===== src/design/stc_pkg.sv =====
`timescale 1ns / 1ps
// shared types, constants and the exp2 table of the softmax threshold classifier
// no dependencies
package stc_pkg;

    localparam int NUM_CLASSES = 3;
    localparam int IDX_W       = 2;
    localparam int DIV_STAGES  = 6;
    localparam int DIV_BITS    = 3;
    localparam logic [16:0] LOG2E_Q16 = 17'd94548;

    // register indexes on the configuration port
    typedef enum logic [2:0] {
        REG_SCALE     = 3'd0,
        REG_ENABLE    = 3'd1,
        REG_THRESH0   = 3'd2,
        REG_THRESH1   = 3'd3,
        REG_THRESH2   = 3'd4,
        REG_MAX_DET   = 3'd5
    } t_reg_idx;

    typedef struct packed {
        logic signed [7:0] logit_zero;
        logic signed [7:0] logit_one;
        logic signed [7:0] logit_two;
    } t_in_item;

    typedef struct packed {
        logic [1:0]  class_index;
        logic [16:0] confidence;
        logic        accepted;
        logic        last;
    } t_out_item;

    typedef struct packed {
        logic signed [4:0]                scale_exponent;
        logic [NUM_CLASSES-1:0]           class_enable;
        logic [NUM_CLASSES-1:0][16:0]     threshold;
        logic [1:0]                       max_detections;
    } t_cfg;

    // one division lane: partial remainder, numerator bits still to shift in, quotient
    typedef struct packed {
        logic [17:0] rem;
        logic [17:0] nlow;
        logic [17:0] q;
    } t_div_lane;

    typedef struct packed {
        t_div_lane [NUM_CLASSES-1:0] lane;
        logic [17:0]                 divisor;
    } t_div_stage;

    // round(65536 * 2^(-j/16))
    function automatic logic [16:0] pow2_tab(input logic [4:0] j);
        logic [16:0] v;
        case (j)
            5'd0:    v = 17'd65536;
            5'd1:    v = 17'd62757;
            5'd2:    v = 17'd60097;
            5'd3:    v = 17'd57549;
            5'd4:    v = 17'd55109;
            5'd5:    v = 17'd52773;
            5'd6:    v = 17'd50535;
            5'd7:    v = 17'd48393;
            5'd8:    v = 17'd46341;
            5'd9:    v = 17'd44376;
            5'd10:   v = 17'd42495;
            5'd11:   v = 17'd40693;
            5'd12:   v = 17'd38968;
            5'd13:   v = 17'd37316;
            5'd14:   v = 17'd35734;
            5'd15:   v = 17'd34219;
            5'd16:   v = 17'd32768;
            default: v = 17'd0;
        endcase
        return v;
    endfunction

endpackage


===== src/design/stc_div.sv =====
`timescale 1ns / 1ps
// pipelined restoring divider, three quotient bits per stage, one lane per class
// depends on stc_pkg
module stc_div (
    input  logic                  i_clk,
    input  logic                  i_rst_n,
    input  logic                  i_en,
    input  logic                  i_valid,
    input  stc_pkg::t_div_stage   i_div,
    output logic                  o_valid,
    output stc_pkg::t_div_stage   o_div
);

    localparam int NS = stc_pkg::DIV_STAGES;

    stc_pkg::t_div_stage r_st [NS];
    stc_pkg::t_div_stage n_st [NS];
    logic [NS-1:0]       r_v;

    function automatic stc_pkg::t_div_lane div_step(input stc_pkg::t_div_lane l,
                                                    input logic [17:0] d);
        stc_pkg::t_div_lane o;
        logic [18:0] t;
        t = {l.rem, l.nlow[17]};
        o.nlow = {l.nlow[16:0], 1'b0};
        if (t >= {1'b0, d}) begin
            o.rem = 18'(t - {1'b0, d});
            o.q   = {l.q[16:0], 1'b1};
        end else begin
            o.rem = t[17:0];
            o.q   = {l.q[16:0], 1'b0};
        end
        return o;
    endfunction

    // quotient bits for every stage
    always_comb begin
        for (int s = 0; s < NS; s++) begin
            n_st[s] = (s == 0) ? i_div : r_st[(s == 0) ? 0 : s - 1];
            for (int b = 0; b < stc_pkg::DIV_BITS; b++) begin
                for (int i = 0; i < stc_pkg::NUM_CLASSES; i++) begin
                    n_st[s].lane[i] = div_step(n_st[s].lane[i], n_st[s].divisor);
                end
            end
        end
    end

    // valid bits
    always_ff @(posedge i_clk) begin
        if (!i_rst_n) begin
            r_v <= '0;
        end else if (i_en) begin
            r_v <= {r_v[NS-2:0], i_valid};
        end
    end

    // stage registers
    always_ff @(posedge i_clk) begin
        if (i_en) begin
            for (int s = 0; s < NS; s++) begin
                r_st[s] <= n_st[s];
            end
        end
    end

    assign o_valid = r_v[NS-1];
    assign o_div   = r_st[NS-1];

endmodule


===== config.mk =====
export PLATFORM = sky130hd
export DESIGN_NAME = stc_div
export DESIGN_NICKNAME = d
export VERILOG_FILES = /design/src/design/stc_pkg.sv /design/src/design/stc_div.sv
export SDC_FILE = /design/constraint.sdc
export NUM_CORES = 2
export LEC_CHECK = 0
export BUFFER_PORTS_ARGS = -buffer_cell sky130_fd_sc_hd__buf_2
export CELL_PAD_IN_SITES_DETAIL_PLACEMENT = 1
export CELL_PAD_IN_SITES_GLOBAL_PLACEMENT = 1
export CORE_MARGIN = 3
export CORE_UTILIZATION = 42
export DETAILED_ROUTE_END_ITERATION = 6
export PLACE_DENSITY_LB_ADDON = 0.05
export SKIP_CTS_REPAIR_TIMING = 1
export SLEW_MARGIN = 20
export SYNTH_ARGS = -nofsm -noshare
export SYNTH_HDL_FRONTEND = slang
export SYNTH_SLANG_ARGS = --single-unit

===== constraint.sdc =====
create_clock -name i_clk -period 8.6 [get_ports i_clk]
set_input_delay 0 -clock i_clk [delete_from_list [all_inputs] [get_ports i_clk]]
set_output_delay 0 -clock i_clk [all_outputs]
set_load 0.005 [all_outputs]

==> results.py <==
metrics = {
    "synthesis": {
        "synth_commonest_cells": "972 x ha_1, 756 x edfxtp_1, 730 x a21oi_1, 627 x nor2_1, 526 x o21ai_0",
        "yosysMostFrequentCell": "ha_1",
        "synth-main-ff-cell": "edfxtp_1",
        "yosys.area.top_type_share_pct": 29.1,
        "synth_edf_count": 756,
        "syn-cell-area_um2": 77900,
        "synth.distinct_cells": 112,
        "yosys_warnings": 0,
        "avgSynthCellArea_um2": 9.36,
        "ys_seq_elements": 762,
        "ys_seq_area_share_pct": 29.3,
        "synthCells": 8326,
        "netlist_top_cells_area": "edfxtp_1 29%, ha_1 16%, mux2_2 6.8%",
        "async_flop_share_pct": 0,
        "synth_top_area_cell": "edfxtp_1",
    },
    "clocking": {
        "cts-htree-levels": 3,
        "clk_pin_slew_ps": 60,
        "cts_tree": "built",
        "worst_skew_pair.late_latency_ps": 730,
        "cts_made_buffers": 96,
        "root_buffer": "clkbuf_16",
        "clock_sinks": 762,
        "clock_path_buffers": 3,
    },
    "placed_design": {
        "io_buffers": 256,
        "post-place-cells": 11400,
        "gp_congestion": 0.926,
        "dp_hpwl_um": 228000,
    },
    "timing": {
        "timing.fmax_mhz": 121,
        "hold-worst-slack_ps": -34.4,
        "fin_skew_ps": 34.8,
        "finalCritPeriodShare_pct": 96.0,
        "fin_crit_ps": 8250,
        "slew_headroom_pct": 32.7,
        "setup_viol": 0,
        "hold_viol": 7,
        "slew_viol_final": 0,
        "worstMarginPinSlew_ps": 1010,
    },
    "global_route": {
        "grt_max_degree": 145,
        "antenna_found_initial": 8,
        "track_usage_pct": 28.3,
        "grt-ovfl-total": 0,
        "grt_pass1_wl_um": 420000,
        "grt_pass1_vias": 69900,
    },
    "route": {
        "drc": 0,
        "ant_nets": 0,
        "dr.pass1.iters": 6,
        "wl_met2_um": 142000,
        "wl_met3_um": 7200,
        "wl_per_cell_um": 23.7,
        "wl_um": 280000,
        "wirelength_met1_um": 116000,
        "highest-signal-layer": "met4",
        "vias_per_cell": 5.75,
        "routed-via-count": 67800,
        "initialDrtViolationCount": 3385,
    },
    "critical_path": {
        "critPathCaptureType": "flip-flop",
        "cp.required_ps": 9130,
        "critPathMaxStageDelay_ps": 560,
        "cp_slowest_cell": "or4_1",
        "crit_type": "flip-flop to flip-flop",
        "path_max_fanout": 16,
        "critPathLaunchType": "flip-flop",
        "r2r_setup_slack_ps": 350,
        "arrival_ps": 8780,
    },
    "cells_and_area": {
        "nets": 10500,
        "syn_to_final_growth_pct": 17.3,
        "stdcell_count": 11800,
        "drive_gt1_share_pct": 18.6,
    },
    "job": {
        "max_cap_viol_count": 0,
    },
    "floorplan": {
        "io_pins": 365,
        "start_util_pct": 42.4,
        "core_um2": 184000,
        "die_area_um2": 191000,
        "num_rows": 157,
        "die_y_um": 437,
        "fp.dieW_um": 437,
    },
    "worst_hold_path": {
        "hold_path.class": "primary input to flip-flop",
    },
    "run_status": {
        "outcome": "complete, but fails checks",
        "violations": "negative hold slack",
    },
}
## routing by layer
metal | GRT usage, % | vias to the layer above
li1 | - | 32900
met1 | 33.3 | 33400
met2 | 51.8 | 1104
met3 | 2.22 | 430
met4 | 13.3 | 0
met5 | 0 | -
## critical path, delay by kind of cell, from the launching register on
kind / cells / cell delay [ps]
AND/OR/NAND/NOR: 8 / 1630
flip-flops: 1 / 390
multiplexers: 1 / 180
buffers and inverters: 9 / 1550
AO/OA/AOI/OAI: 15 / 3180
adder cells (fa/ha/maj): 3 / 1070
## final timing paths
path / start / to / depth (start not counted)
min reg2reg: r_st[1][125] / r_st[2][128] / 0
max reg2reg: r_st[2][7] / r_st[3][55] / 36
max: r_st[2][7] / r_st[3][55] / 36
min: i_div[168] / r_st[0][162] / 6
## cell type report
class | instances | area (um^2)
fillers | 21200 | 92400
multi-input cells | 6948 | 53000
flip-flops and latches | 762 | 22800
repair buffers | 973 | 7390
well taps | 2464 | 3080
clock buffers | 109 | 2470
inverters | 473 | 1840
clock inverters | 69 | 835
diodes | 6 | 15.0
## sequential cells by signal (all words and copies together), names as in the netlist
name	flops
r_st	756
r_v	6
## kinds of logic after synthesis
family,share of synthesized area (%)
compound gates,19.8
xor+xnor,8.24
fa+ha+maj,17.0
buf+inv,3.65
flops,29.3
mux,8.73
other cells,0.00481
simple gates,13.3
## per-stage QoR
step	cell area, um^2	hold slack [ps]	TNS (ps)	setup WS [ps]	utilization (%)
6_report	91400	-34.4	0	346	49.7
3_5_place_dp	85900	179	-2180	-349	46.7
2_1_floorplan	78300	98.9	-865	-74.7	-
4_1_cts	89300	-632	-3080	-397	48.5
5_1_grt	91400	-5.32	-1200	-77.6	49.7
3_3_place_gp	85900	176	-1090	-288	46.7
## layout by cell type, fill, tap and decap left out, types with 220 or more instances in the layout
master    synthesis  layout
xor2_1          220     220
mux2_2          470     470
inv_1           466     445
buf_2            25     255
nor2_1          627     626
nand2_1         511     509
edfxtp_1        756     756
xnor2_1         513     513
a21oi_1         730     710
buf_4            57     564
o21ai_0         526     479
a21o_1          337     337
ha_1            972     966
Power is not shown: default switching activity piles up to over one toggle a cycle in this logic, so the estimate is an artifact.
