File: config.mk
export PLATFORM = sky130hd
export DESIGN_NAME = stc_exp
export DESIGN_NICKNAME = d
export VERILOG_FILES = /design/src/design/stc_pkg.sv /design/src/design/stc_exp.sv
export SDC_FILE = /design/constraint.sdc
export NUM_CORES = 2
export LEC_CHECK = 0
export BUFFER_PORTS_ARGS = -buffer_cell sky130_fd_sc_hd__buf_4
export CORE_UTILIZATION = 52
export CTS_CLUSTER_SIZE = 10
export DETAILED_ROUTE_END_ITERATION = 8
export GPL_TIMING_DRIVEN = 0
export MAX_ROUTING_LAYER = met4
export PLACE_DENSITY = 0.81
export SKIP_CTS_REPAIR_TIMING = 1
export SKIP_LAST_GASP = 1
export SLEW_MARGIN = 20
export SYNTH_ARGS = -nofsm -noshare
export SYNTH_HDL_FRONTEND = slang
export SYNTH_SLANG_ARGS = --single-unit
File: constraint.sdc
create_clock -name i_clk -period 25.1 [get_ports i_clk]
set_input_delay 2.51 -clock i_clk [delete_from_list [all_inputs] [get_ports i_clk]]
set_output_delay 2.51 -clock i_clk [all_outputs]
set_load 0.02 [all_outputs]
File: src/design/stc_pkg.sv
`timescale 1ns / 1ps
// shared types, constants and the exp2 table of the softmax threshold classifier
// no dependencies
package stc_pkg;

    localparam int NUM_CLASSES = 3;
    localparam int IDX_W       = 2;
    localparam int DIV_STAGES  = 6;
    localparam int DIV_BITS    = 3;
    localparam logic [16:0] LOG2E_Q16 = 17'd94548;

    // register indexes on the configuration port
    typedef enum logic [2:0] {
        REG_SCALE     = 3'd0,
        REG_ENABLE    = 3'd1,
        REG_THRESH0   = 3'd2,
        REG_THRESH1   = 3'd3,
        REG_THRESH2   = 3'd4,
        REG_MAX_DET   = 3'd5
    } t_reg_idx;

    typedef struct packed {
        logic signed [7:0] logit_zero;
        logic signed [7:0] logit_one;
        logic signed [7:0] logit_two;
    } t_in_item;

    typedef struct packed {
        logic [1:0]  class_index;
        logic [16:0] confidence;
        logic        accepted;
        logic        last;
    } t_out_item;

    typedef struct packed {
        logic signed [4:0]                scale_exponent;
        logic [NUM_CLASSES-1:0]           class_enable;
        logic [NUM_CLASSES-1:0][16:0]     threshold;
        logic [1:0]                       max_detections;
    } t_cfg;

    // one division lane: partial remainder, numerator bits still to shift in, quotient
    typedef struct packed {
        logic [17:0] rem;
        logic [17:0] nlow;
        logic [17:0] q;
    } t_div_lane;

    typedef struct packed {
        t_div_lane [NUM_CLASSES-1:0] lane;
        logic [17:0]                 divisor;
    } t_div_stage;

    // round(65536 * 2^(-j/16))
    function automatic logic [16:0] pow2_tab(input logic [4:0] j);
        logic [16:0] v;
        case (j)
            5'd0:    v = 17'd65536;
            5'd1:    v = 17'd62757;
            5'd2:    v = 17'd60097;
            5'd3:    v = 17'd57549;
            5'd4:    v = 17'd55109;
            5'd5:    v = 17'd52773;
            5'd6:    v = 17'd50535;
            5'd7:    v = 17'd48393;
            5'd8:    v = 17'd46341;
            5'd9:    v = 17'd44376;
            5'd10:   v = 17'd42495;
            5'd11:   v = 17'd40693;
            5'd12:   v = 17'd38968;
            5'd13:   v = 17'd37316;
            5'd14:   v = 17'd35734;
            5'd15:   v = 17'd34219;
            5'd16:   v = 17'd32768;
            default: v = 17'd0;
        endcase
        return v;
    endfunction

endpackage

File: src/design/stc_exp.sv
`timescale 1ns / 1ps
// front pipeline: max subtraction, exp2 by table and interpolation, sum and dividends
// depends on stc_pkg
module stc_exp (
    input  logic                  i_clk,
    input  logic                  i_rst_n,
    input  logic                  i_en,
    input  logic                  i_valid,
    input  stc_pkg::t_in_item     i_item,
    input  stc_pkg::t_cfg         i_cfg,
    output logic                  o_valid,
    output stc_pkg::t_div_stage   o_div
);

    localparam int NC = stc_pkg::NUM_CLASSES;

    logic signed [7:0] w_lg [NC];
    logic signed [7:0] w_mx;
    logic [7:0]        n_x  [NC];
    logic [40:0]       w_t  [NC];
    logic [4:0]        w_ne;
    logic [16:0]       w_tj [NC];
    logic [11:0]       w_d  [NC];
    logic [16:0]       w_v  [NC];
    logic [18:0]       w_sum;

    logic [4:0]  r_v;
    logic [7:0]  r_x    [NC];
    logic [24:0] r_y    [NC];
    logic        r_big  [NC];
    logic [4:0]  r_k    [NC];
    logic [16:0] r_tj   [NC];
    logic [23:0] r_prod [NC];
    logic [16:0] r_ex   [NC];
    stc_pkg::t_div_stage r_div;

    assign w_lg[0] = i_item.logit_zero;
    assign w_lg[1] = i_item.logit_one;
    assign w_lg[2] = i_item.logit_two;
    assign w_ne    = 5'(-i_cfg.scale_exponent);

    // stage 1: largest logit and distances from it
    always_comb begin
        w_mx = w_lg[0];
        for (int i = 1; i < NC; i++) begin
            if (w_lg[i] > w_mx) w_mx = w_lg[i];
        end
        for (int i = 0; i < NC; i++) begin
            n_x[i] = 8'(9'(w_mx) - 9'(w_lg[i]));
        end
    end

    // stage 3 logic: power-of-two scaling and table lookup
    always_comb begin
        for (int i = 0; i < NC; i++) begin
            if (!i_cfg.scale_exponent[4]) w_t[i] = 41'(r_y[i]) << i_cfg.scale_exponent[3:0];
            else                          w_t[i] = 41'(r_y[i]) >> w_ne;
            w_tj[i] = stc_pkg::pow2_tab({1'b0, w_t[i][15:12]});
            w_d[i]  = 12'(w_tj[i] - stc_pkg::pow2_tab(5'({1'b0, w_t[i][15:12]}) + 5'd1));
        end
    end

    // stage 4 logic: interpolate and shift by the integer part
    always_comb begin
        for (int i = 0; i < NC; i++) begin
            w_v[i] = r_tj[i] - 17'(r_prod[i] >> 12);
        end
    end

    // stage 5 logic: sum of exponentials
    always_comb begin
        w_sum = 19'd0;
        for (int i = 0; i < NC; i++) begin
            w_sum = w_sum + 19'(r_ex[i]);
        end
    end

    // pipeline valid bits
    always_ff @(posedge i_clk) begin
        if (!i_rst_n) begin
            r_v <= '0;
        end else if (i_en) begin
            r_v <= {r_v[3:0], i_valid};
        end
    end

    // pipeline data
    always_ff @(posedge i_clk) begin
        if (i_en) begin
            for (int i = 0; i < NC; i++) begin
                r_x[i]    <= n_x[i];
                r_y[i]    <= 25'(r_x[i]) * 25'(stc_pkg::LOG2E_Q16);
                r_big[i]  <= (w_t[i][40:16] > 25'd16);
                r_k[i]    <= w_t[i][20:16];
                r_tj[i]   <= w_tj[i];
                r_prod[i] <= 24'(w_d[i]) * 24'(w_t[i][11:0]);
                r_ex[i]   <= r_big[i] ? 17'd0 : (w_v[i] >> r_k[i]);
                r_div.lane[i].rem  <= {3'd0, 15'(({r_ex[i], 16'd0} + 33'(w_sum >> 1)) >> 18)};
                r_div.lane[i].nlow <= 18'({r_ex[i], 16'd0} + 33'(w_sum >> 1));
                r_div.lane[i].q    <= 18'd0;
            end
            r_div.divisor <= w_sum[17:0];
        end
    end

    assign o_valid = r_v[4];
    assign o_div   = r_div;

endmodule

==> flow_metrics.py <==
metrics = {
    "synth": {
        "avgSynthCellArea_sq_um": 9.069,
        "syn_area_sq_mm": 0.04702,
        "async_flop_share_pct": 0,
        "yosysTopAreaCell": "edfxtp_1",
        "synth.area.top_cells": "edfxtp_1 (20%), fa_1 (17%), ha_1 (13%), inv_1 (5.2%), nand2_1 (4.4%)",
        "yosys.cell_types.count": 104,
        "synth_edf_count": 318,
        "synthCells": 5185,
        "yosysSeqAreaShare_pct": 20.52,
        "ys_seq_elements": 323,
        "ys_warn_count": 0,
        "synth_top_area_share_pct": 20.31,
        "synthFlopType": "edfxtp_1",
    },
    "final_layout": {
        "fin_util_pct": 57.61,
        "drive_above_1_share_pct": 10.20,
        "final_common_cell": "inv_1",
        "area_growth_pct": 8.946,
        "fillers": 7752,
        "nets": 6435,
        "final_cell_mix": "inv_1 (651), nand2_1 (552), ha_1 (502)",
    },
    "worst_hold_path": {
        "hold_class": "reg2reg",
        "holdPathStages": 2,
        "holdCritStartpoint": "r_v[0]$_SDFFE_PN0P_",
    },
    "cts": {
        "cts_tree": "built",
        "clockBufferDepth": 3,
        "cts.clk_slew.worst_paths_ps": 60,
        "h-tree-depth": 2,
        "cts-root-buf": "clkbuf_16",
        "cts_sinks": 323,
        "insertion_delay_ps": 610,
        "cts_buffers": 42,
    },
    "critical_path": {
        "endpoint_kind": "flip-flop",
        "r2r-start": "r_y[0][42]$_DFFE_PP_",
        "cp.required_ps": 25420,
        "arrival_ps": 17630,
        "worst-path-stages": 55,
        "critPathLaunch": "i_cfg[56]",
        "cp_top_family": "buffers and inverters",
        "path_buf_inv": 16,
        "cp_slowest_cell": "xor2_1",
        "crit_type": "in2reg",
        "startpoint_type": "primary input",
        "timing.critical_path.slowest_cell_delay_ps": 710,
        "worstRegToRegCells": 45,
        "critPathMaxFanout": 11,
    },
    "timing": {
        "fin_setup_tns_ps": 0,
        "clock-skew-final_ps": 32.02,
        "post-route-min-period_ps": 17310,
        "finalMaxSlewViolations": 0,
        "rsz0062_at_grt": "no",
        "hold_viol": 0,
        "timing.hold.ws_ps": 523.4,
        "period_share_pct": 68.98,
        "slew_headroom_pct": 21.03,
        "clock.fmax_mhz": 57.76,
        "setup_viol": 0,
        "tightest_slew_ps": 1185,
    },
    "detailed_routing": {
        "wl_per_cell_um": 20.61,
        "vias": 39180,
        "drt-initial-drc-count": 3664,
        "antenna_left": 0,
        "wl_um": 136800,
        "firstDrtPassIters": 6,
        "via_per_inst": 5.905,
        "drcViolationCount": 0,
    },
    "floorplanning": {
        "die_x_um": 302.7,
        "rows": 109,
        "initial_core_util_pct": 52.88,
        "die_h_um": 302.7,
        "core_area_sq_mm": 0.08892,
        "die-area_sq_mm": 0.09163,
        "pin_count": 270,
    },
    "job": {
        "cap_violations": 0,
    },
    "place": {
        "io_buffers": 149,
        "gp_congestion": 1.031,
        "dp_hpwl_um": 111800,
    },
    "global_route": {
        "grt_pass1_vias": 38990,
        "grt_first_pass_wirelength_um": 214800,
        "gr-total-overflow": 0,
        "grt_start_max_net_pins": 100,
        "grt_antenna_before_repair": 0,
        "track_usage_pct": 30.90,
    },
    "status": {
        "status": "finished, final reports clean",
    },
}
## cell type report
type	instances	area, sq um	share of cell area [%]
well taps	1165	1458	2.845
inverters	662	2487	4.856
diodes	1	2.502	0.004885
flip-flops and latches	323	9649	18.84
clock inverters	16	178.9	0.3493
plain buffers	331	1818	3.549
repair buffers	155	1231	2.403
clock buffers	52	1089	2.125
multi-input cells	3931	33310	65.03
## worst paths after layout
check / slack [ps] / endpoint
max: 7790 / r_prod[0][43]$_DFFE_PP_
min: 520 / r_v[0]$_SDFFE_PN0P_
max reg2reg: 12200 / r_prod[0][43]$_DFFE_PP_
min reg2reg: 520 / r_v[0]$_SDFFE_PN0P_
## state kept, by name, summed over array words and instances (netlist names), 5 cells and up
| register | flops |
|---|---|
| r_tj | 51 |
| r_ex | 51 |
| r_k | 15 |
| r_x | 24 |
| r_v | 5 |
| r_prod | 36 |
| o_div | 69 |
| r_y | 69 |
## cells by family after synthesis
kind of cell,synth area share [%]
fa+ha+maj,30.30
mux,7.887
other cells,0.007975
flops,20.52
compound gates,13.50
buf+inv,9.156
simple gates,14.15
xor+xnor,4.476
## stage by stage
| step | instances | worst slack (ps) | instance area [sq um] |
|---|---|---|---|
| floorplan | 5247 | 11180 | 47250 |
| global placement | 6561 | 7718 | 49830 |
| detailed placement | 6566 | 7571 | 49950 |
| CTS | 6634 | 8148 | 51220 |
| global route | 6635 | 6990 | 51230 |
| finish | 6636 | 7786 | 51230 |
## synth_stat cells, types with 41 or more instances
cell type	number
o22ai_1	46
mux4_2	64
fa_1	398
nor2_1	475
a21oi_1	256
a21o_1	63
nor2b_1	70
ha_1	502
nand3_1	71
o21a_1	41
edfxtp_1	318
nor3_1	65
inv_1	651
clkbuf_1	137
a211oi_1	61
o21ai_0	195
mux2i_1	164
xor2_1	77
buf_4	123
nand2b_1	61
mux2_2	52
nand2_1	552
xnor2_1	157
## worst reg2reg max path, delay by kind of cell, from the launching register on
family | cells | cell delay (ps)
AO/OA/AOI/OAI | 19 | 4400
XOR/XNOR | 2 | 800
adder cells (fa/ha/maj) | 8 | 3380
buffers and inverters | 7 | 1860
flip-flops | 1 | 550
multiplexers | 2 | 790
AND/OR/NAND/NOR | 7 | 840
## per-layer routing
| metal | up-vias | global-route usage [%] | part of all wire, % |
|---|---|---|---|
| met5 | - | - | 0 |
| met4 | 0 | 12.77 | 4.8 |
| met3 | 371 | 4.547 | 7.9 |
| met2 | 1839 | 50.88 | 47 |
| met1 | 18840 | 37.99 | 40 |
| li1 | 18130 | - | - |
Power is left out: the tool's default activity adds up to more than one toggle a clock period on the data nets, which glitch-free logic cannot reach.
