===== src/design/stc_pkg.sv =====
`timescale 1ns / 1ps
// shared types, constants and the exp2 table of the softmax threshold classifier
// no dependencies
package stc_pkg;

    localparam int NUM_CLASSES = 3;
    localparam int IDX_W       = 2;
    localparam int DIV_STAGES  = 6;
    localparam int DIV_BITS    = 3;
    localparam logic [16:0] LOG2E_Q16 = 17'd94548;

    // register indexes on the configuration port
    typedef enum logic [2:0] {
        REG_SCALE     = 3'd0,
        REG_ENABLE    = 3'd1,
        REG_THRESH0   = 3'd2,
        REG_THRESH1   = 3'd3,
        REG_THRESH2   = 3'd4,
        REG_MAX_DET   = 3'd5
    } t_reg_idx;

    typedef struct packed {
        logic signed [7:0] logit_zero;
        logic signed [7:0] logit_one;
        logic signed [7:0] logit_two;
    } t_in_item;

    typedef struct packed {
        logic [1:0]  class_index;
        logic [16:0] confidence;
        logic        accepted;
        logic        last;
    } t_out_item;

    typedef struct packed {
        logic signed [4:0]                scale_exponent;
        logic [NUM_CLASSES-1:0]           class_enable;
        logic [NUM_CLASSES-1:0][16:0]     threshold;
        logic [1:0]                       max_detections;
    } t_cfg;

    // one division lane: partial remainder, numerator bits still to shift in, quotient
    typedef struct packed {
        logic [17:0] rem;
        logic [17:0] nlow;
        logic [17:0] q;
    } t_div_lane;

    typedef struct packed {
        t_div_lane [NUM_CLASSES-1:0] lane;
        logic [17:0]                 divisor;
    } t_div_stage;

    // round(65536 * 2^(-j/16))
    function automatic logic [16:0] pow2_tab(input logic [4:0] j);
        logic [16:0] v;
        case (j)
            5'd0:    v = 17'd65536;
            5'd1:    v = 17'd62757;
            5'd2:    v = 17'd60097;
            5'd3:    v = 17'd57549;
            5'd4:    v = 17'd55109;
            5'd5:    v = 17'd52773;
            5'd6:    v = 17'd50535;
            5'd7:    v = 17'd48393;
            5'd8:    v = 17'd46341;
            5'd9:    v = 17'd44376;
            5'd10:   v = 17'd42495;
            5'd11:   v = 17'd40693;
            5'd12:   v = 17'd38968;
            5'd13:   v = 17'd37316;
            5'd14:   v = 17'd35734;
            5'd15:   v = 17'd34219;
            5'd16:   v = 17'd32768;
            default: v = 17'd0;
        endcase
        return v;
    endfunction

endpackage


===== src/design/stc_cfg.sv =====
`timescale 1ns / 1ps
// configuration register file behind the apb-style port
// depends on stc_pkg
module stc_cfg (
    input  logic              i_clk,
    input  logic              i_rst_n,
    input  logic              psel,
    input  logic              penable,
    input  logic              pwrite,
    input  logic [4:0]        paddr,
    input  logic [31:0]       pwdata,
    output logic [31:0]       prdata,
    output logic              pready,
    output stc_pkg::t_cfg     o_cfg
);

    stc_pkg::t_cfg r_cfg;
    stc_pkg::t_reg_idx w_idx;

    assign w_idx  = stc_pkg::t_reg_idx'(paddr[4:2]);
    assign pready = 1'b1;
    assign o_cfg  = r_cfg;

    // register writes on the access phase
    always_ff @(posedge i_clk) begin
        if (!i_rst_n) begin
            r_cfg.scale_exponent <= 5'sd0;
            r_cfg.class_enable   <= 3'd7;
            r_cfg.threshold      <= {3{17'd32768}};
            r_cfg.max_detections <= 2'd3;
        end else if (psel && penable && pwrite) begin
            case (w_idx)
                stc_pkg::REG_SCALE:   r_cfg.scale_exponent <= pwdata[4:0];
                stc_pkg::REG_ENABLE:  r_cfg.class_enable   <= pwdata[2:0];
                stc_pkg::REG_THRESH0: r_cfg.threshold[0]   <= pwdata[16:0];
                stc_pkg::REG_THRESH1: r_cfg.threshold[1]   <= pwdata[16:0];
                stc_pkg::REG_THRESH2: r_cfg.threshold[2]   <= pwdata[16:0];
                stc_pkg::REG_MAX_DET: r_cfg.max_detections <= pwdata[1:0];
                default: ;
            endcase
        end
    end

    // read back
    always_comb begin
        case (w_idx)
            stc_pkg::REG_SCALE:   prdata = {27'd0, r_cfg.scale_exponent};
            stc_pkg::REG_ENABLE:  prdata = {29'd0, r_cfg.class_enable};
            stc_pkg::REG_THRESH0: prdata = {15'd0, r_cfg.threshold[0]};
            stc_pkg::REG_THRESH1: prdata = {15'd0, r_cfg.threshold[1]};
            stc_pkg::REG_THRESH2: prdata = {15'd0, r_cfg.threshold[2]};
            stc_pkg::REG_MAX_DET: prdata = {30'd0, r_cfg.max_detections};
            default:              prdata = 32'd0;
        endcase
    end

endmodule


===== config.mk =====
export PLATFORM = sky130hd
export DESIGN_NAME = stc_cfg
export DESIGN_NICKNAME = d
export VERILOG_FILES = /design/src/design/stc_pkg.sv /design/src/design/stc_cfg.sv
export SDC_FILE = /design/constraint.sdc
export NUM_CORES = 1
export LEC_CHECK = 0
export ABC_AREA = 1
export BUFFER_PORTS_ARGS = -buffer_cell sky130_fd_sc_hd__buf_2
export CAP_MARGIN = 20
export CORE_AREA = 2 2 99 101
export CTS_BUF_LIST = sky130_fd_sc_hd__clkbuf_2
export DETAILED_ROUTE_END_ITERATION = 7
export DIE_AREA = 0 0 101 103
export PLACE_DENSITY = 0.64
export SETUP_SLACK_MARGIN = 0.15
export SKIP_CTS_REPAIR_TIMING = 1
export SLEW_MARGIN = 30
export SYNTH_ARGS = -nofsm -noshare
export SYNTH_HDL_FRONTEND = slang
export SYNTH_SLANG_ARGS = --single-unit

===== constraint.sdc =====
create_clock -name i_clk -period 2.2 [get_ports i_clk]
set_input_delay 0.22 -clock i_clk [delete_from_list [all_inputs] [get_ports i_clk]]
set_output_delay 0.22 -clock i_clk [all_outputs]
set_load 0.01 [all_outputs]

==> flow_summary.toml, run 1 <==
[status]
status = "finished clean"

[finish]
largest_reg_flops = 61
drive_gt1_frac = 0.233
multi_input_area_sq_um = 1580
fillers = 1024
area_growth_pct = 20.0
instances_no_fill = 698
nets = 621
antennaDiodeCount = 0
regArea_sq_um = 1220

[timing]
worst_slew_pin_slew_ns = 0.640
fmax_mhz = 593
skew_ns = 0
min_period_over_period = 0.766
maxSlewHeadroom = 0.574
final.setup.tns_ns = 0
hold_viol_final = 0
setup_viol = 0
setup_slack_ns = 0.514
slew_violations = 0
min_period_ns = 1.69
rsz0062_at_grt = "false"

[detailed_routing]
ant_nets = 0
drt_pre_antenna_iters = 7
viasPerCell = 4.59
wl_mm = 8.92
routedWlPerCell_microns = 12.8
drtIter0Drc = 170
drc_errors = 0
num_vias = 3204

[die]
die_h_microns = 103
num_rows = 36
start_util = 0.336
die_w_microns = 101
io-pin-count = 136
core_sq_um = 9460
die_area_sq_um = 10400

[synth]
netlist_instances = 485
synthDistinctLibCells = 22
postSynth.asyncResetShare = 0
synth_edf_count = 0
yosysWarnings = 0
ys.flop_type = "dfxtp_1"
ys_seq_area_frac = 0.384
synth_top_family_by_area = "simple AND/OR/NAND/NOR gates"
synthTopCellsByCount = "nand2_1, nor2_1, nand3_1"
synth_compound_area_frac = 0.00787
synth-simple-area-share = 0.469
synthTopCellsByArea = "dfxtp_1, nand2_1, nor2_1"
synthXorXnorAreaFrac = 0
synth_fa_ha_area_frac = 0
muxShareOfSynthArea = 0
synth_area_sq_um = 3180
yosysTopAreaCell = "dfxtp_1"
synth.most_common_cell = "nand2_1"
synth_top_area_share = 0.384
synth-seq-cells = 61
synth_area_per_cell_sq_um = 6.56

[grt]
overflow = 0
grt_max_degree = 62
grt_pass1_wl_mm = 13.9
antenna_found_initial = 0
track_usage = 0.172
grt_pass1_vias = 2839

[place]
io_buffer_count = 102
dp_hpwl_mm = 6.01
place_ws_ns = 0.508
gp_congestion = 0.820
dp_cells = 678

[critical_path]
setup.worst_path.start_class = "input port"
critical_path_class = "input port to primary output"
regToRegSetupSlack_ns = 1.54
required_ns = 1.98
cp-end-kind = "primary output"
cp_data_arrival_time_ns = 1.47
worstPathMaxFanout = 12

[pwr]
vdd_drop_max_mv = 0.252
p_leak_nw = 1.98
p_per_area_nw_per_um2 = 600

[clock_tree]
cts.path.max_buffers = 2
cts.sinks = 61
cts-buffers-inserted = 9
clock_latency_ns = 0.48
root_buffer = "clkbuf_2"
clk_pin_slew_ns = 0.18
cts_tree = "done"
htree_levels = 3

[job]
max-cap-violations = 0

[worst_hold_path]
hold_class = "input port to flop"
==> critical path: stages <==
cell and delay (ns):
buf_2 0.32, nand3_4 0.17, inv_1 0.42, nand2_1 0.11
nand3_1 0.10, buf_2 0.13
==> area by class of cell <==
class	count	area share
repair buffers	112	0.156
clock buffers	11	0.0144
flip-flops and latches	61	0.320
inverters	32	0.0328
multi-input cells	363	0.413
well taps	114	0.0374
clock inverters	5	0.0259
==> where the power goes <==
part	switching, mW	total [mW]	internal, mW
registers	0.0114	1.13	1.12
logic	0.168	0.246	0.0777
clock network	0.418	0.913	0.495
==> routing by layer <==
metal / routed length [microns] / track usage / share of wire / vias to the layer above
li1: - / - / - / 1655
met1: 4200 / 0.228 / 0.47 / 1442
met2: 4100 / 0.268 / 0.46 / 93
met3: 424 / 0.0285 / 0.048 / 14
met4: 191 / 0.0915 / 0.021 / 0
met5: 0 / 0 / 0 / -
==> kinds of logic (layout without fill, tap and decap cells) <==
family                 count (synthesis)  after routing
AOI/OAI and AO/OA                      5              5
buffers and inverters                 75            160
DFF                                   61             61
other                                  2             16
and+or+nand+nor                      342            342
==> layout by cell type (no fill, tap or decap), drive strengths merged <==
| cell type | synthesis | layout |
|---|---|---|
| conb | 2 | 16 |
| buf | 40 | 108 |
| nor2 | 132 | 132 |
| clkbuf | 3 | 11 |
| o21ai | 5 | 5 |
| nand3 | 67 | 67 |
| nand2 | 136 | 136 |
| clkinv | 0 | 2 |
| dfxtp | 61 | 61 |
| inv | 32 | 32 |
| bufinv | 0 | 3 |
| nand4 | 7 | 7 |
| dlygate4sd3 | 0 | 4 |
==> worst paths after layout <==
kind              startpoint   endpoint  cells after the start
setup / recovery    paddr[2]  prdata[8]                      6
hold / removal    pwdata[12]  o_cfg[31]                      5
setup reg to reg    o_cfg[1]   o_cfg[1]                      2
hold reg to reg    o_cfg[55]  o_cfg[55]                      2
==> per-stage QoR <==
step           hold slack [ns]   util  area (sq um)  total power [mW]
2_1_floorplan            0.346      -          3230              1.35
3_3_place_gp             0.451  0.383          3620              1.39
3_5_place_dp             0.454  0.383          3620              1.39
4_1_cts                -0.0969  0.399          3770              2.31
5_1_grt                 0.0277  0.403          3810              2.40
6_report                0.0456  0.403          3810              2.29
Note: power is estimated with default switching activity, not from simulation.
==> run 2: changes to the inputs <==
PLACE_DENSITY = 0.66   (was 0.64)
clock period = 1.5 ns   (was 2.2 ns; I/O delays follow)
==> flow_summary.toml, run 2 (synthesis gave the netlist of run 1 again) <==
[job]
max-cap-violations = 0

[critical_path]
required_ns = 1.35
regToRegSetupSlack_ns = 0.79
timing.critical_path.buf_inv = 1
critPathSlowestCell = "dfxtp_2"
setup.worst_path.start_class = "flop"
slowest_delay_ns = 0.37
cp_data_arrival_time_ns = 1.33
critical_path.top_delay_family = "flip-flops"
path_cells = "nand4_1 > nand2_1 > nor2_1 > nand2_1 > buf_2"
critical_path_class = "flop to primary output"
crit_top_cell = "nand2_1"
cp-end-kind = "primary output"
worstPathMaxFanout = 3

[detailed_routing]
routedWlPerCell_microns = 12.8
drtIter0Drc = 177
ant_nets = 0
drc_errors = 0
viasPerCell = 4.64
drt_pre_antenna_iters = 4
num_vias = 3379
wl_mm = 9.32

[timing]
skew_ns = 0
slew_violations = 0
setup_viol = 0
setup_slack_ns = 0.0244
hold_viol_final = 3
final.setup.tns_ns = 0
rsz0062_at_grt = "true"
min_period_over_period = 0.984
fmax_mhz = 678
whs_ns = -0.0191
min_period_ns = 1.48

[clock_tree]
cts.path.max_buffers = 2
cts-buffers-inserted = 9
clk_pin_slew_ns = 0.19
cts.sinks = 61
cts_tree = "done"
htree_levels = 3
clock_latency_ns = 0.50
root_buffer = "clkbuf_2"

[pwr]
seqPwrFrac = 0.539
swShare = 0.292
vdd_drop_max_mv = 0.315
switchingPower_uw = 901
p_leak_nw = 2.18
p_per_area_nw_per_um2 = 724
pwr-share-clk = 0.318
p_int_mw = 2.18
total_power_mw = 3.08
combPwrFrac = 0.143

[finish]
antennaDiodeCount = 0
regArea_sq_um = 1280
mostFrequentLayoutCell = "nand2_1"
multi_input_area_sq_um = 1620
drive_gt1_frac = 0.361
mostFrequentLayoutCells = "nand2_1, nor2_1, buf_2"
nets = 653
area_growth_pct = 33.8
final_cell_area_sq_um = 4250
largest_reg_flops = 61
fin_util = 0.450
instances_no_fill = 729
fillers = 978

[die]
num_rows = 36
io-pin-count = 136
die_area_sq_um = 10400
die_h_microns = 103
core_sq_um = 9460
start_util = 0.336
die_w_microns = 101

[grt]
grt_pass1_vias = 2841
grt_pass1_wl_mm = 13.7
overflow = 0
antenna_found_initial = 0
grt_max_degree = 62
track_usage = 0.168

[place]
gp_congestion = 0.819
dp_cells = 688
dp_hpwl_mm = 6.19
io_buffer_count = 102
place_ws_ns = 0.116
place_area_sq_um = 3770

[worst_hold_path]
hold_class = "input port to flop"

[status]
failed_checks = "hold timing"
status = "complete, but fails checks"
run 2: cell types whose count changed in the layout (fill, tap and decap cells not counted), moves of 3 or more:
cell           change
nand3_2            +4
buf_6              +3
buf_12             +7
nand2_2            +8
dlygate4sd3_1      +9
buf_4             +14
buf_2              -3
dfxtp_2           +46
nand3_1            -4
nand2_1            -8
inv_2              +5
inv_1              -6
dfxtp_1           -46
run 2: power by group through the flow:
| stage | Sequential (mW) | Clock [mW] | Combinational [mW] |
|---|---|---|---|
| floorplan | 1.70 | 0 | 0.276 |
| detailed placement | 1.69 | 0 | 0.384 |
| global route | 1.67 | 1.08 | 0.488 |
| global placement | 1.69 | 0 | 0.379 |
| CTS | 1.66 | 0.996 | 0.385 |
| finish | 1.66 | 0.980 | 0.440 |
run 2: cell type report:
type / count / share of cell area
clock buffer: 9 / 0.0106
inverter: 32 / 0.0300
timing repair buffer: 144 / 0.230
tap: 114 / 0.0335
clock inverter: 6 / 0.0129
multi-input combinational: 363 / 0.382
sequential: 61 / 0.301
run 2: worst paths after layout:
check	endpoint	startpoint	cells after the start
setup / recovery	prdata[1]	o_cfg[1]	5
hold / removal	o_cfg[29]	pwdata[10]	5
setup reg to reg	o_cfg[22]	o_cfg[22]	3
hold reg to reg	o_cfg[53]	o_cfg[53]	2
run 2: metal layers:
layer / GRT usage / wire length (microns) / up-vias
met5: 0 / 0 / -
met1: 0.215 / 3990 / 1543
met3: 0.0380 / 561 / 18
met2: 0.271 / 4580 / 99
met4: 0.0769 / 195 / 0
li1: - / - / 1719
run 2: worst reg2reg max path: cells and delay by family, from the launching register on:
family | cells | cell delay, ns
flip-flops | 1 | 0.36
buffers and inverters | 1 | 0.13
AND/OR/NAND/NOR | 2 | 0.14
