$ cat src/design/stc_pkg.sv
`timescale 1ns / 1ps
// shared types, constants and the exp2 table of the softmax threshold classifier
// no dependencies
package stc_pkg;

    localparam int NUM_CLASSES = 3;
    localparam int IDX_W       = 2;
    localparam int DIV_STAGES  = 6;
    localparam int DIV_BITS    = 3;
    localparam logic [16:0] LOG2E_Q16 = 17'd94548;

    // register indexes on the configuration port
    typedef enum logic [2:0] {
        REG_SCALE     = 3'd0,
        REG_ENABLE    = 3'd1,
        REG_THRESH0   = 3'd2,
        REG_THRESH1   = 3'd3,
        REG_THRESH2   = 3'd4,
        REG_MAX_DET   = 3'd5
    } t_reg_idx;

    typedef struct packed {
        logic signed [7:0] logit_zero;
        logic signed [7:0] logit_one;
        logic signed [7:0] logit_two;
    } t_in_item;

    typedef struct packed {
        logic [1:0]  class_index;
        logic [16:0] confidence;
        logic        accepted;
        logic        last;
    } t_out_item;

    typedef struct packed {
        logic signed [4:0]                scale_exponent;
        logic [NUM_CLASSES-1:0]           class_enable;
        logic [NUM_CLASSES-1:0][16:0]     threshold;
        logic [1:0]                       max_detections;
    } t_cfg;

    // one division lane: partial remainder, numerator bits still to shift in, quotient
    typedef struct packed {
        logic [17:0] rem;
        logic [17:0] nlow;
        logic [17:0] q;
    } t_div_lane;

    typedef struct packed {
        t_div_lane [NUM_CLASSES-1:0] lane;
        logic [17:0]                 divisor;
    } t_div_stage;

    // round(65536 * 2^(-j/16))
    function automatic logic [16:0] pow2_tab(input logic [4:0] j);
        logic [16:0] v;
        case (j)
            5'd0:    v = 17'd65536;
            5'd1:    v = 17'd62757;
            5'd2:    v = 17'd60097;
            5'd3:    v = 17'd57549;
            5'd4:    v = 17'd55109;
            5'd5:    v = 17'd52773;
            5'd6:    v = 17'd50535;
            5'd7:    v = 17'd48393;
            5'd8:    v = 17'd46341;
            5'd9:    v = 17'd44376;
            5'd10:   v = 17'd42495;
            5'd11:   v = 17'd40693;
            5'd12:   v = 17'd38968;
            5'd13:   v = 17'd37316;
            5'd14:   v = 17'd35734;
            5'd15:   v = 17'd34219;
            5'd16:   v = 17'd32768;
            default: v = 17'd0;
        endcase
        return v;
    endfunction

endpackage

$ cat src/design/stc_out.sv
`timescale 1ns / 1ps
// threshold decision and result serialiser, one class result per transaction
// depends on stc_pkg
module stc_out (
    input  logic                  i_clk,
    input  logic                  i_rst_n,
    input  logic                  i_valid,
    input  stc_pkg::t_div_stage   i_div,
    input  stc_pkg::t_cfg         i_cfg,
    output logic                  o_ready,
    output logic                  o_out_valid,
    input  logic                  i_out_stall,
    output stc_pkg::t_out_item    o_out_item
);

    localparam int NC = stc_pkg::NUM_CLASSES;
    localparam logic [stc_pkg::IDX_W-1:0] LAST_IDX = stc_pkg::IDX_W'(NC - 1);

    logic [NC-1:0] n_acc;
    logic [1:0]    w_cnt;
    logic          r_busy;
    logic [stc_pkg::IDX_W-1:0] r_idx;
    logic [16:0]   r_conf [NC];
    logic [NC-1:0] r_acc;
    logic          w_done;

    // acceptance in class order with a running count
    always_comb begin
        w_cnt = 2'd0;
        for (int i = 0; i < NC; i++) begin
            n_acc[i] = i_cfg.class_enable[i]
                       && ({1'b0, i_div.lane[i].q[16:0]} >= {1'b0, i_cfg.threshold[i]})
                       && (w_cnt < i_cfg.max_detections);
            w_cnt = w_cnt + 2'(n_acc[i]);
        end
    end

    assign w_done  = r_busy && !i_out_stall && (r_idx == LAST_IDX);
    assign o_ready = !r_busy || w_done;

    // serialiser control
    always_ff @(posedge i_clk) begin
        if (!i_rst_n) begin
            r_busy <= 1'b0;
            r_idx  <= '0;
        end else if (o_ready) begin
            r_busy <= i_valid;
            r_idx  <= '0;
        end else if (!i_out_stall) begin
            r_idx  <= r_idx + 1'b1;
        end
    end

    // result payload
    always_ff @(posedge i_clk) begin
        if (o_ready && i_valid) begin
            for (int i = 0; i < NC; i++) begin
                r_conf[i] <= i_div.lane[i].q[16:0];
            end
            r_acc <= n_acc;
        end
    end

    assign o_out_valid            = r_busy;
    assign o_out_item.class_index = r_idx;
    assign o_out_item.confidence  = r_conf[r_idx];
    assign o_out_item.accepted    = r_acc[r_idx];
    assign o_out_item.last        = (r_idx == LAST_IDX);

endmodule

$ cat config.mk
export PLATFORM = sky130hd
export DESIGN_NAME = stc_out
export DESIGN_NICKNAME = d
export VERILOG_FILES = /design/src/design/stc_pkg.sv /design/src/design/stc_out.sv
export SDC_FILE = /design/constraint.sdc
export NUM_CORES = 1
export LEC_CHECK = 0
export ABC_AREA = 1
export BUFFER_PORTS_ARGS = -buffer_cell sky130_fd_sc_hd__buf_2
export CORE_AREA = 2 2 104 106
export CTS_CLUSTER_DIAMETER = 100
export DETAILED_ROUTE_END_ITERATION = 16
export DIE_AREA = 0 0 106 108
export HOLD_SLACK_MARGIN = 0.02
export PLACE_DENSITY = 0.73
export REMOVE_ABC_BUFFERS = 1
export SLEW_MARGIN = 15
export SYNTH_ARGS = -nofsm -noshare
export SYNTH_HDL_FRONTEND = slang
export SYNTH_SLANG_ARGS = --single-unit
$ cat constraint.sdc
create_clock -name i_clk -period 3.8 [get_ports i_clk]
set_clock_uncertainty 0.05 [all_clocks]
set_input_delay 0.19 -clock i_clk [delete_from_list [all_inputs] [get_ports i_clk]]
set_output_delay 0.19 -clock i_clk [all_outputs]
set_load 0.02 [all_outputs]
==> impl_metrics.csv, run 1 <==
group,metric,value,unit
status,outcome,"finished, final reports clean",
sta,slew_headroom,0.528,
global_route,grt.overflow.total,0,
logic_synthesis,synth-edff-count,54,
min_path,worst_hold_path_type,"in -> reg",
sta,rsz0062_at_grt,"false",
floorplan,die_h,108,µm
placed_design,dp_cells,691,
logic_synthesis,synth_cells,427,
critical_path,critPathCaptureType,"flop",
global_route,antenna_found_initial,0,
route,drc,0,
power,peakVddDrop,207,µV
critical_path,worstPathRequired,3960,ps
final_layout,layout-drive-gt1-share,0.250,
cts,numCtsBuffers,9,
logic_synthesis,syn_area_per_cell,8.76,µm²
cts,post_cts_buffers,0,
sta,worst_pin_slew,707,ps
sta,fin_crit_sh,0.737,
final_layout,fillCellCount,923,
logic_synthesis,synth_seq_cells,59,
final_layout,fin_nets,918,
global_route,first_global_vias,3786,
cts,htree_levels,3,
critical_path,r2r_cells,7,
logic_synthesis,async_flop_share,0,
critical_path,startpoint_type,"primary input",
sta,drv_slew,0,
sta,whs,82.8,ps
route,drt_first_pass_iters,5,
placed_design,place.gp.congestion,0.845,
sta,final-setup-viol-count,0,
cts,clock_path_buffers,2,
logic_synthesis,yosysSeqAreaShare,0.460,
global_route,grt_max_degree,40,
flow_run,cap_viol_max_count,0,
sta,fmax,357,MHz
final_layout,finalNonFillerCells,760,
floorplan,row_count,37,
logic_synthesis,synth_ff_type,"edfxtp_1",
global_route,grt_util_all_layers,0.203,
final_layout,area_delta_synth_final,41.3,%
critical_path,r2r_slack,1560,ps
route,via_count,3581,
route,wire_per_inst,14.6,µm
cts,ctsResizeCount,0,
power,power.density,324,nW/µm²
global_route,grt_pass1_wl,17.5,mm
critical_path,cp_max_fo,3,
sta,fin_crit,2800,ps
route,ant_nets,0,
min_path,hold_path.startpoint,"i_rst_n",
route,drt_iter0_markers,191,
cts,hold_buffers,53,
route,viasPerCell,4.71,
logic_synthesis,syn_area,3740,µm²
logic_synthesis,synth_top_area_share,0.433,
power,total_leakage_power,0.00269,µW
floorplan,coreArea,10200,µm²
placed_design,dp_hpwl,8.35,mm
cts,cts_root_buf,"clkbuf_8",
cts,clkTransAtPathRegs,60,ps
floorplan,io_pins,268,
final_layout,diodes,0,
cts,clk_latency,330,ps
critical_path,worstSetupPathType,"in -> reg",
floorplan,die_x,106,µm
logic_synthesis,ys_types,23,
critical_path,r2r_start,"r_idx[0]",
critical_path,critical_path_arrival,2960,ps
logic_synthesis,yosysWarnings,0,
logic_synthesis,synthTopCellsByArea,"edfxtp_1 (43%), ha_1 (18%), nand2_1 (9.1%)",
min_path,holdPathStages,3,
floorplan,die_area,11400,µm²
cts,tritoncts,"done",
placed_design,port_buffers,133,
route,postRouteWirelength,11.1,mm
critical_path,r2r_end,"r_conf[2][7]",
sta,hold_viol,0,
min_path,hold_path_end,"o_out_valid",
logic_synthesis,synth_area_leader_cell,"edfxtp_1",
cts,cts.sinks,59,
floorplan,initial_core_util,0.366,
## through the flow
step	setup TNS, ps	area [µm²]	total power [µW]	utilization	setup WS [ps]
after floorplan	-7270	3710	975	-	-135
after CTS	0	5290	1720	0.517	1050
final	0	5290	1710	0.517	1000
after global placement	0	4560	1110	0.446	1250
after global routing	0	5290	1810	0.517	869
after detailed placement	0	4560	1120	0.446	1230
## kinds of logic after synthesis
group | synth area share
fa+ha+maj | 0.181
simple gates | 0.176
compound gates | 0.0953
flops | 0.460
buf+inv | 0.0880
## power breakdown
part / switching (µW) / total (µW) / internal [µW]
clock network: 240 / 556 / 316
registers: 15.0 / 769 / 754
logic: 213 / 386 / 173
total: 467 / 1710 / 1240
## critical path: stages
cell and delay (ps):
dlygate4sd3_1 540, buf_2 130, ha_1 320, nand2_1 70
inv_2 60, nand3_2 70, nor2_1 220, nand4_1 160
nand4_1 190, nand2_1 90, a21oi_2 140, ha_1 170
ha_1 220, a211oi_1 240, nand2_1 80, inv_1 60
## state kept, by name, indices dropped and copies added (netlist names), named ones only
register     count
r_conf          51
r_acc            3
r_idx            2
o_out_valid      1
## synth_stat cells (2+ instances only)
cell type and n:
nand3_1 4, nand2_1 91, nand2_2 2, a21o_1 3, dfxtp_1 5, ha_1 54
o21a_1 2, inv_1 76, nand4_1 13, nor2_1 48, o21ai_0 2, o21ai_1 4
a21oi_1 53, buf_2 5, edfxtp_1 54, inv_2 4
## how the worst max path moves through the flow
stage          startpoint  endpoint  slack, ps  depth (start not counted)
2_1_floorplan    r_idx[1]  r_acc[0]       -130                          5
6_report        i_div[88]  r_acc[2]       1000                         16
5_1_grt         i_div[87]  r_acc[2]        870                         16
3_5_place_dp    i_div[88]  r_acc[2]       1230                         15
4_1_cts         i_div[88]  r_acc[2]       1050                         16
3_3_place_gp    i_div[88]  r_acc[2]       1250                         15
## layer usage
layer	GRT usage	part of all wire	routed length, µm
met1	0.231	0.41	4580
met2	0.355	0.48	5370
met3	0.0657	0.074	815
met4	0.0761	0.029	323
met5	0	0	0
## final cells by class
type                       count  area [µm²]  area share
multi-input combinational    282        1700       0.321
sequential                    59        1720       0.326
tap                          136         170      0.0322
clock buffer                  15         189      0.0357
clock inverter                 1        5.00    0.000947
timing repair buffer         187        1200       0.228
inverter                      80         300      0.0568
## layout by cell type, fill, tap and decap left out, types with 3 or more instances in the layout
cell and instances:
clkbuf_1 4, a21oi_1 53, nand3_1 4, ha_1 54
nand2_1 91, edfxtp_1 54, dlygate4sd3_1 53, a21o_1 3
buf_2 133, o21ai_1 4, inv_1 76, dfxtp_1 5
nor2_1 47, inv_2 4, clkbuf_8 9, nand4_1 13
(Power assumes the default switching activity.)
==> run 2, diff against run 1 <==
- ABC_AREA: 1 -> 0
- clock period: 3.8 -> 2.4 ns (I/O delays scaled with it)
==> run 2 against run 1 <==
Compared with the run above: utilization shrank 1.3 points; critical endpoint unchanged; total power grew 47%; die area is the same.
==> impl_metrics.csv, run 2 <==
group,metric,value,unit
logic_synthesis,ys_types,37,
route,drt_first_pass_iters,4,
sta,worst_slack,117,ps
cts,tritoncts,"done",
cts,clk_latency,330,ps
final_layout,fin_nets,824,
cts,cts_root_buf,"clkbuf_8",
cts,htree_levels,3,
logic_synthesis,yosysMostFrequentCell,"inv_1",
logic_synthesis,synthSimpleGateAreaFrac,0.0758,
route,drc,0,
logic_synthesis,synth_ff_type,"edfxtp_1",
flow_run,cap_viol_max_count,0,
route,drt_iter0_markers,106,
logic_synthesis,synth_area_leader_cell,"edfxtp_1",
cts,clock_path_buffers,2,
floorplan,die_x,106,µm
global_route,grt_max_degree,28,
route,viasPerCell,4.64,
route,wire_per_inst,14.7,µm
logic_synthesis,synth_cells,316,
power,peakVddDrop,223,µV
global_route,grt.overflow.total,0,
route,ant_nets,0,
final_layout,final_area,5150,µm²
critical_path,crit_buf_inv,2,
logic_synthesis,synth-xor-area-share,0.00250,
logic_synthesis,synth-compound-area-share,0.115,
critical_path,cp_slowest_cell,"dlygate4sd3_1",
critical_path,cp_max_fo,2,
final_layout,area_delta_synth_final,47.2,%
logic_synthesis,synth_seq_cells,59,
critical_path,startpoint_type,"primary input",
placed_design,place_area,4440,µm²
route,via_count,3087,
global_route,grt_pass1_wl,15.2,mm
cts,numCtsBuffers,9,
critical_path,worstSetupPathType,"in -> reg",
route,postRouteWirelength,9.77,mm
status,outcome,"finished, final reports clean",
cts,post_cts_buffers,0,
logic_synthesis,synth_mux_area_frac,0.0515,
cts,clkTransAtPathRegs,60,ps
floorplan,die_h,108,µm
logic_synthesis,synthTopCellsByArea,"edfxtp_1 (46%), ha_1 (19%), inv_1 (6.2%)",
sta,fmax,438,MHz
sta,slew_headroom,0.753,
global_route,antenna_found_initial,0,
sta,hold_viol,0,
placed_design,preCtsSetupSlack,-239,ps
logic_synthesis,synthTopCellsByCount,"inv_1 (58), edfxtp_1 (54), ha_1 (54), nand2_1 (27), o21ai_0 (24)",
sta,fin_crit,2280,ps
logic_synthesis,yosysWarnings,0,
global_route,first_global_vias,3252,
logic_synthesis,syn_area_per_cell,11.1,µm²
power,total_power,2510,µW
floorplan,initial_core_util,0.342,
floorplan,coreArea,10200,µm²
placed_design,place.gp.congestion,0.802,
final_layout,final_cell_mix,"buf_2 (133), inv_1 (58), edfxtp_1 (54)",
logic_synthesis,yosysSeqAreaShare,0.492,
sta,rsz0062_at_grt,"false",
final_layout,layout_commonest_cell,"buf_2",
logic_synthesis,synthAdderAreaFrac,0.193,
cts,cts.sinks,59,
floorplan,io_pins,268,
logic_synthesis,async_flop_share,0,
critical_path,worstPathRequired,2530,ps
final_layout,largest_reg_flops,51,
critical_path,critPathCaptureType,"flop",
final_layout,regMostFlops,"r_conf",
final_layout,diodes,0,
sta,worst_pin_slew,369,ps
floorplan,row_count,37,
placed_design,dp_hpwl,7.68,mm
sta,drv_slew,0,
power,power.density,487,nW/µm²
power,total_leakage_power,0.00244,µW
logic_synthesis,synth_top_area_share,0.464,
sta,fin_crit_sh,0.951,
final_layout,largestRegisters,"r_conf x51, r_acc x3, r_idx x2",
critical_path,crit_chain,"dlygate4sd3_1, buf_2, ha_1, a211oi_2, o21ai_1, nand2_1, o211ai_1, o211a_1, ha_1, ha_1, o21ai_2, o2111ai_2, a21oi_1",
critical_path,crit_family,"compound AO/OA/AOI/OAI gates",
sta,whs,42.3,ps
placed_design,port_buffers,133,
final_layout,fillCellCount,944,
logic_synthesis,synth_top_family_by_area,"adder cells",
logic_synthesis,synth-edff-count,54,
global_route,grt_util_all_layers,0.176,
critical_path,cpPeakStageDelay,560,ps
critical_path,cpMostUsedCell,"ha_1",
critical_path,critical_path_arrival,2410,ps
final_layout,layout-drive-gt1-share,0.332,
logic_synthesis,syn_area,3500,µm²
sta,final-setup-viol-count,0,
min_path,worst_hold_path_type,"in -> reg",
floorplan,die_area,11400,µm²
[run 2: cell type report]
type / count / area, µm² / share of cell area
sequential: 59 / 1720 / 0.334
multi-input combinational: 194 / 1560 / 0.302
timing repair buffer: 203 / 1320 / 0.257
inverter: 58 / 218 / 0.0423
tap: 136 / 170 / 0.0330
clock buffer: 11 / 131 / 0.0255
clock inverter: 5 / 30.0 / 0.00583
[run 2: power breakdown]
group	switching (µW)	internal, µW	leakage (µW)	total [µW]
clock network	383	369	0.0000791	752
registers	15.7	1190	0.000556	1200
logic	278	275	0.00181	552
total	677	1830	0.00244	2510
[run 2: kinds of logic (layout without fill, tap and decap cells)]
logic type,Yosys count,in the layout
AO/OA/AOI/OAI,64,64
XOR/XNOR,1,1
adder cells (fa/ha/maj),54,54
buffers and inverters,63,277
flip-flops,59,59
multiplexers,18,18
AND/OR/NAND/NOR,57,57
[run 2: final timing paths]
| check | cells after the start | slack [ps] | endpoint | start |
|---|---|---|---|---|
| setup reg to reg | 6 | 600 | r_conf[1][12] | r_idx[1] |
| hold / removal | 2 | 40 | r_conf[1][7] | i_div[79] |
| hold reg to reg | 3 | 580 | flop | o_out_valid |
| setup / recovery | 13 | 120 | r_acc[2] | i_div[74] |
[run 2: layer usage]
layer,track usage,routed length [µm]
met5,0,0
met4,0.0789,215
met3,0.0766,996
met2,0.290,4540
met1,0.199,4020
[run 2: timing repair]
item                                    CTS  global route
gates resized for setup                   0             7
endpoints found under the hold margin    53             0
hold buffers                             52             0
endpoints found under the setup margin    0             1
[run 2: stage by stage]
stage,utilization,cells,setup TNS (ps)
2_1_floorplan,-,311,-34430
5_1_grt,0.503,666,0
3_5_place_dp,0.434,598,-239
6_report,0.503,666,0
4_1_cts,0.501,666,0
3_3_place_gp,0.434,598,-75.4
